==> src/rtl/amrc_sqrt.sv <==
// Pipelined integer square root, one result bit per stage.
`timescale 1ns / 1ps
module amrc_sqrt #(
    parameter int VW = 64,
    parameter int SW = 64
) (
    input  logic            i_clk,
    input  logic            i_rst_n,
    input  logic            i_en,
    input  logic            i_valid,
    input  logic [VW-1:0]   i_val,
    input  logic [SW-1:0]   i_side,
    output logic            o_valid,
    output logic [VW/2-1:0] o_root,
    output logic [SW-1:0]   o_side
);
    localparam int N = VW / 2;
    logic          r_v    [N+1];
    logic [VW-1:0] r_val  [N+1];
    logic [VW-1:0] r_root [N+1];
    logic [SW-1:0] r_side [N+1];

    always_comb begin
        r_v[0]    = i_valid;
        r_val[0]  = i_val;
        r_root[0] = '0;
        r_side[0] = i_side;
    end

    // bit-pair stage: try r + b with b = 4^(N-1-g)
    for (genvar g = 0; g < N; g++) begin : g_stage
        localparam logic [VW-1:0] B = {{(VW-1){1'b0}}, 1'b1} << (2 * (N - 1 - g));
        logic [VW-1:0] n_val, n_root, n_try;
        always_comb begin
            n_try = r_root[g] + B;
            if (r_val[g] >= n_try) begin
                n_val  = r_val[g] - n_try;
                n_root = (r_root[g] >> 1) + B;
            end else begin
                n_val  = r_val[g];
                n_root = r_root[g] >> 1;
            end
        end
        always_ff @(posedge i_clk) begin
            if (!i_rst_n) begin
                r_v[g+1] <= 1'b0;
            end else if (i_en) begin
                r_v[g+1] <= r_v[g];
            end
            if (i_en) begin
                r_val[g+1]  <= n_val;
                r_root[g+1] <= n_root;
                r_side[g+1] <= r_side[g];
            end
        end
    end

    assign o_valid = r_v[N];
    assign o_root  = r_root[N][N-1:0];
    assign o_side  = r_side[N];
endmodule

==> config.mk <==
export PLATFORM = sky130hd
export DESIGN_NAME = amrc_sqrt
export DESIGN_NICKNAME = d
export VERILOG_FILES = /design/src/rtl/amrc_sqrt.sv
export SDC_FILE = /design/constraint.sdc
export NUM_CORES = 2
export LEC_CHECK = 0
export BUFFER_PORTS_ARGS = -buffer_cell sky130_fd_sc_hd__buf_2
export CAP_MARGIN = 20
export CORE_ASPECT_RATIO = 2
export CORE_UTILIZATION = 47
export CTS_CLUSTER_DIAMETER = 30
export DETAILED_ROUTE_END_ITERATION = 10
export SKIP_LAST_GASP = 1
export SLEW_MARGIN = 20
export SYNTH_ARGS = -nofsm -noshare
export SYNTH_HDL_FRONTEND = slang
export SYNTH_SLANG_ARGS = --single-unit
export TNS_END_PERCENT = 1
==> constraint.sdc <==
create_clock -name i_clk -period 3.88 [get_ports i_clk]
set_clock_uncertainty 0.15 [all_clocks]
set_input_delay 0.194 -clock i_clk [delete_from_list [all_inputs] [get_ports i_clk]]
set_output_delay 0.194 -clock i_clk [all_outputs]
set_load 0.02 [all_outputs]
; Word level (Yosys, flattened, before mapping)
; Cells that the tools add are included.
[word_totals]
register_bits = 6080
inputBits = 132
output_inout_bits = 97
wordCells = 345
[classes]
add_sub_neg = 93
n_lt_le_gt_ge = 32
mux = 63
[ops]
columns = operator, count
row1 = $ge A64 B64 Y1, 31
row2 = $mux W64, 31
row3 = $mux W63, 31
row4 = $sub A64 B64 Y64, 30
row5 = $add A63 B11 Y64 const B, 1
row6 = $add A63 B13 Y64 const B, 1
row7 = $add A63 B15 Y64 const B, 1
row8 = $add A63 B17 Y64 const B, 1
row9 = $add A63 B19 Y64 const B, 1
row10 = $add A63 B21 Y64 const B, 1
row11 = $add A63 B23 Y64 const B, 1
row12 = $add A63 B25 Y64 const B, 1
row13 = $add A63 B27 Y64 const B, 1
row14 = $add A63 B29 Y64 const B, 1
row15 = $add A63 B3 Y64 const B, 1
row16 = $add A63 B31 Y64 const B, 1
row17 = $add A63 B33 Y64 const B, 1
row18 = $add A63 B35 Y64 const B, 1
row19 = $add A63 B37 Y64 const B, 1
row20 = $add A63 B39 Y64 const B, 1
row21 = $add A63 B41 Y64 const B, 1
row22 = $add A63 B43 Y64 const B, 1
row23 = $add A63 B45 Y64 const B, 1
row24 = $add A63 B47 Y64 const B, 1
row25 = other kinds (45), 45

; Depth between registers and ports, before layout
[depth]
ltp_word = 3
mapped_depth = 14
depth_no_buf = 12

; Least setup slack after synthesis
; No wires, ideal clock.
[synth_path]
path_kind = register -> register
from = register r_val[878] in the netlist's numbering
to = register r_val[795] in the netlist's numbering (data pin)
setup_ps = 262
arrival_ps = 3274
t_required_ps = 3468
setup_slack_ps = 194
stages_incl_launch_ff = 10
n_path_buf = 2
period_less_slack_ps = 3686
cell_sequence = edfxtp_1 or3_4 or4_1 buf_2 nor4_4 or4b_1 or4_1 a41oi_2 buf_6 mux2_1
[synth_between]
elab_chain_len = 2
[synth_lines]
columns = element, line
row1 = from (decl), 19  ; logic [VW-1:0] r_val [N+1];
row2 = "from (signal, indexed assignment)", 51  ; r_val[g+1] <= n_val;
row3 = $ge A64 B64 Y1, 36  ; if (r_val[g] >= n_try) begin
row4 = $mux W64, 36
row5 = named net g_stage[19].n_val[27], 33  ; logic [VW-1:0] n_val, n_root, n_try;
; The timed path passes the listed nets, and every way through them passes these cells.
; A chain may end at the register's enable or synchronous reset.

; Final worst setup path
[layout_path]
from = register r_val[203] in the netlist's numbering
to = register r_val[183] in the netlist's numbering (data pin)
[layout_between]
elab_chain_len = 2
word_cells_on_any_way = 3
classes_between = add/sub (1) / order compare (1) / mux (1)
[layout_lines]
columns = element, line
row1 = $sub A64 B64 Y64 / $ge A64 B64 Y1 (equally long branches), "37, 36"
row2 = $mux W64 *, 36
row3 = named net g_stage[29].n_val[55], 33
; The timed path passes the listed nets; every way through them passes the cells marked *.

==> key figures <==
Logic synthesis
  • Synth Flop Type: edfxtp_1
  • Area contributors post-synth: edfxtp_1 (74%), ha_1 (3.8%), xnor2_1 (2.2%), xor2_1 (2.1%), a21oi_1 (1.8%)
  • Area leader, netlist: edfxtp_1
  • Post-synth ARST share: 0
  • Top cells by count, synth: edfxtp_1 (4560), inv_1 (706), a21oi_1 (647), nor2_1 (628), nand2_1 (599)
  • Syn Inst Count: 11900
  • Post-Synthesis Net Count: 12500
  • Seq/Total Area, Yosys: 0.748
  • Post-synth cell types: 92
  • Syn. warnings: 0
  • Top cell type's share of synthesized area: 0.744
  • Cell with the most instances after synthesis: edfxtp_1
  • Post-synth EDFFs: 4560
  • Mean Syn Cell Area: 15.5 sq um
  • Flops & latches, synth: 4592
  • Mapped Area: 0.184 sq mm

Placement
  • # port buffers: 228
  • Routability Congestion: 1.04
  • Final HPWL DP: 369 mm
  • Placed cell count: 18100

Die
  • Core outline area: 0.389 sq mm
  • Full die area: 0.394 sq mm
  • I/O pins: 229
  • Die W: 444 microns
  • Initial core utilization: 0.473
  • Row count: 324
  • Die Y: 887 microns

Clock tree
  • Reg clk slew, reported paths: 0.06 ns
  • TritonCTS Buffers: 565
  • Root buf cell: clkbuf_16
  • CTS tree: yes
  • CTS Buffer Depth: 4
  • Worst skew pair latency: 0.99 ns
  • H-tree levels: 6
  • CTS sink cnt: 4592

STA
  • Worst-margin pin slew: 1.47 ns
  • Period utilisation layout: 1.04
  • Fmax: 0.247 GHz
  • Final hold vios: 0
  • Final Setup Violations: 67
  • Hold slack: 0.0879 ns
  • RSZ-0062 raised after global routing: true
  • Minimum clock period: 4.04 ns
  • Worst Setup Slack, final: -0.162 ns
  • Worst rel slew slack: 0.0225
  • Max-slew violations: 0

Pwr
  • Leak: 0.0837 uW
  • Final total power: 142000 uW
  • Pwr dens: 633 mW/mm^2
  • Worst vdd ir: 0.000527 V

Worst hold path
  • Hold/Removal Path Class: in -> reg

Critical path
  • Startpoint Class: flip-flop
  • WP data arrival: 4.60 ns
  • Setup crit end kind: flip-flop
  • Critical path type: reg -> reg
  • Worst Path Required: 4.44 ns
  • Critical-path maximum fanout: 4

Detailed routing
  • Initial detailed-routing violation count: 5839
  • Wire length per cell: 24.6 microns
  • DRT Pass-1 Iters: 5
  • DR vias/cell: 5.30
  • Post-DRT Antenna Nets: 0
  • Via count of the routed design: 106000
  • # DRC: 0
  • Wirelength, routed: 490 mm

Run status
  • Failing checks: negative setup slack
  • Status: complete, but fails checks

Final layout
  • Non-filler instance count after layout: 19900
  • Area Growth Syn to Fin: 22.3%
  • Fillers: 30100
  • Share of cells above drive strength 1: 0.189
  • NumNets Final: 14600

Global routing
  • First-pass GRT wire length: 696 mm
  • Pin count of the biggest net entering global routing: 140
  • Grt total ovfl: 0
  • Initial antenna violation count: 58
  • Vias in the first global route: 113000
  • Global Route Usage Sum: 0.245

Run
  • MaxCap Viol Count: 0
-- flip-flops by register name (all words and copies together), names as in the netlist --
name and cells:
o_root 32, o_side 64, o_valid 1, r_root 496, r_side 1984, r_v 31
r_val 1984
-- report_power, final --
group          internal, uW  total (uW)  switching, uW
clock network         32800       53900          21100
registers             60700       63900           3200
logic                 10400       24500          14100
total                104000      142000          38400
-- routing by layer --
| metal | wire length (microns) | vias to the layer above | track usage |
|---|---|---|---|
| li1 | - | 49800 | - |
| met1 | 117000 | 51600 | 0.154 |
| met2 | 287000 | 2675 | 0.500 |
| met3 | 14600 | 1628 | 0.0348 |
| met4 | 71000 | 6 | 0.306 |
| met5 | 31 | - | 0 |
-- final timing paths --
kind                                  start           to  slack, ns  cells past startpoint
worst min-delay path                i_rst_n      r_v[18]       0.09                      3
worst min register to register  r_side[476]  r_side[412]       0.25                      0
worst max-delay path             r_val[203]   r_val[183]      -0.16                     13
worst max register to register   r_val[203]   r_val[183]      -0.16                     13
-- cell type report --
class / instances / area, sq um / share of cell area
Tap cell: 5053 / 6320 / 0.0281
Inverter: 709 / 2660 / 0.0118
Sequential cell: 4592 / 138000 / 0.611
Timing Repair Buffer: 1796 / 14600 / 0.0650
Antenna cell: 496 / 1240 / 0.00552
Clock inverter: 372 / 4560 / 0.0203
Clock buffer: 648 / 14900 / 0.0663
Multi-Input combinational cell: 6267 / 43100 / 0.192
-- cell usage in the layout, fill, tap and decap left out, drive strengths merged, types with 142 or more instances in the layout --
cell type	count
nand2	599
edfxtp	4560
nor4	332
clkbuf	648
a21oi	647
dlygate4sd3	263
a21o	216
xnor2	464
inv	808
nand3	142
nor3	255
ha	558
o21ai	465
nand4	181
xor2	434
clkinv	157
nor2	628
buf	1532
diode	496
-- per-stage QoR --
step	setup TNS (ns)	utilization	setup WS [ns]	cell area [sq um]
detailed placement	-51.65	0.516	-0.768	201000
floorplan	0	-	0.194	184000
global placement	-108.44	0.516	-1.56	201000
global route	-16.28	0.578	-0.182	225000
CTS	-17.56	0.574	-0.254	223000
finish	-3.00	0.578	-0.162	225000
-- what timing repair did --
item | in CTS | in global routing
buffers inserted | 6 | 10
pin swaps | 10 | 16
endpoints found under the hold margin | 512 | 0
resized for setup | 36 | 83
setup endpoints to repair | 299 | 435
hold buffers | 263 | 0
cloned | 0 | 0
-- critical path, stage by stage, from the launching register on --
cell	delay (ns)
edfxtp_1	0.43
ha_4	0.30
nand4_1	0.16
a211oi_2	0.27
buf_4	0.18
o21ai_4	0.08
buf_4	0.15
o211ai_1	0.53
a211oi_4	0.14
buf_6	0.19
or4_4	0.49
or4_1	0.51
nor2_1	0.12
xor2_1	0.07
-- kinds of logic after synthesis --
| kind of cell | Yosys count | synth area share |
|---|---|---|
| mux | 124 | 0.00731 |
| simple gates | 2831 | 0.0803 |
| compound gates | 1856 | 0.0620 |
| xor+xnor | 898 | 0.0428 |
| flops | 4592 | 0.748 |
| fa+ha+maj | 558 | 0.0380 |
| buf+inv | 999 | 0.0219 |
(Power assumes the default switching activity.)
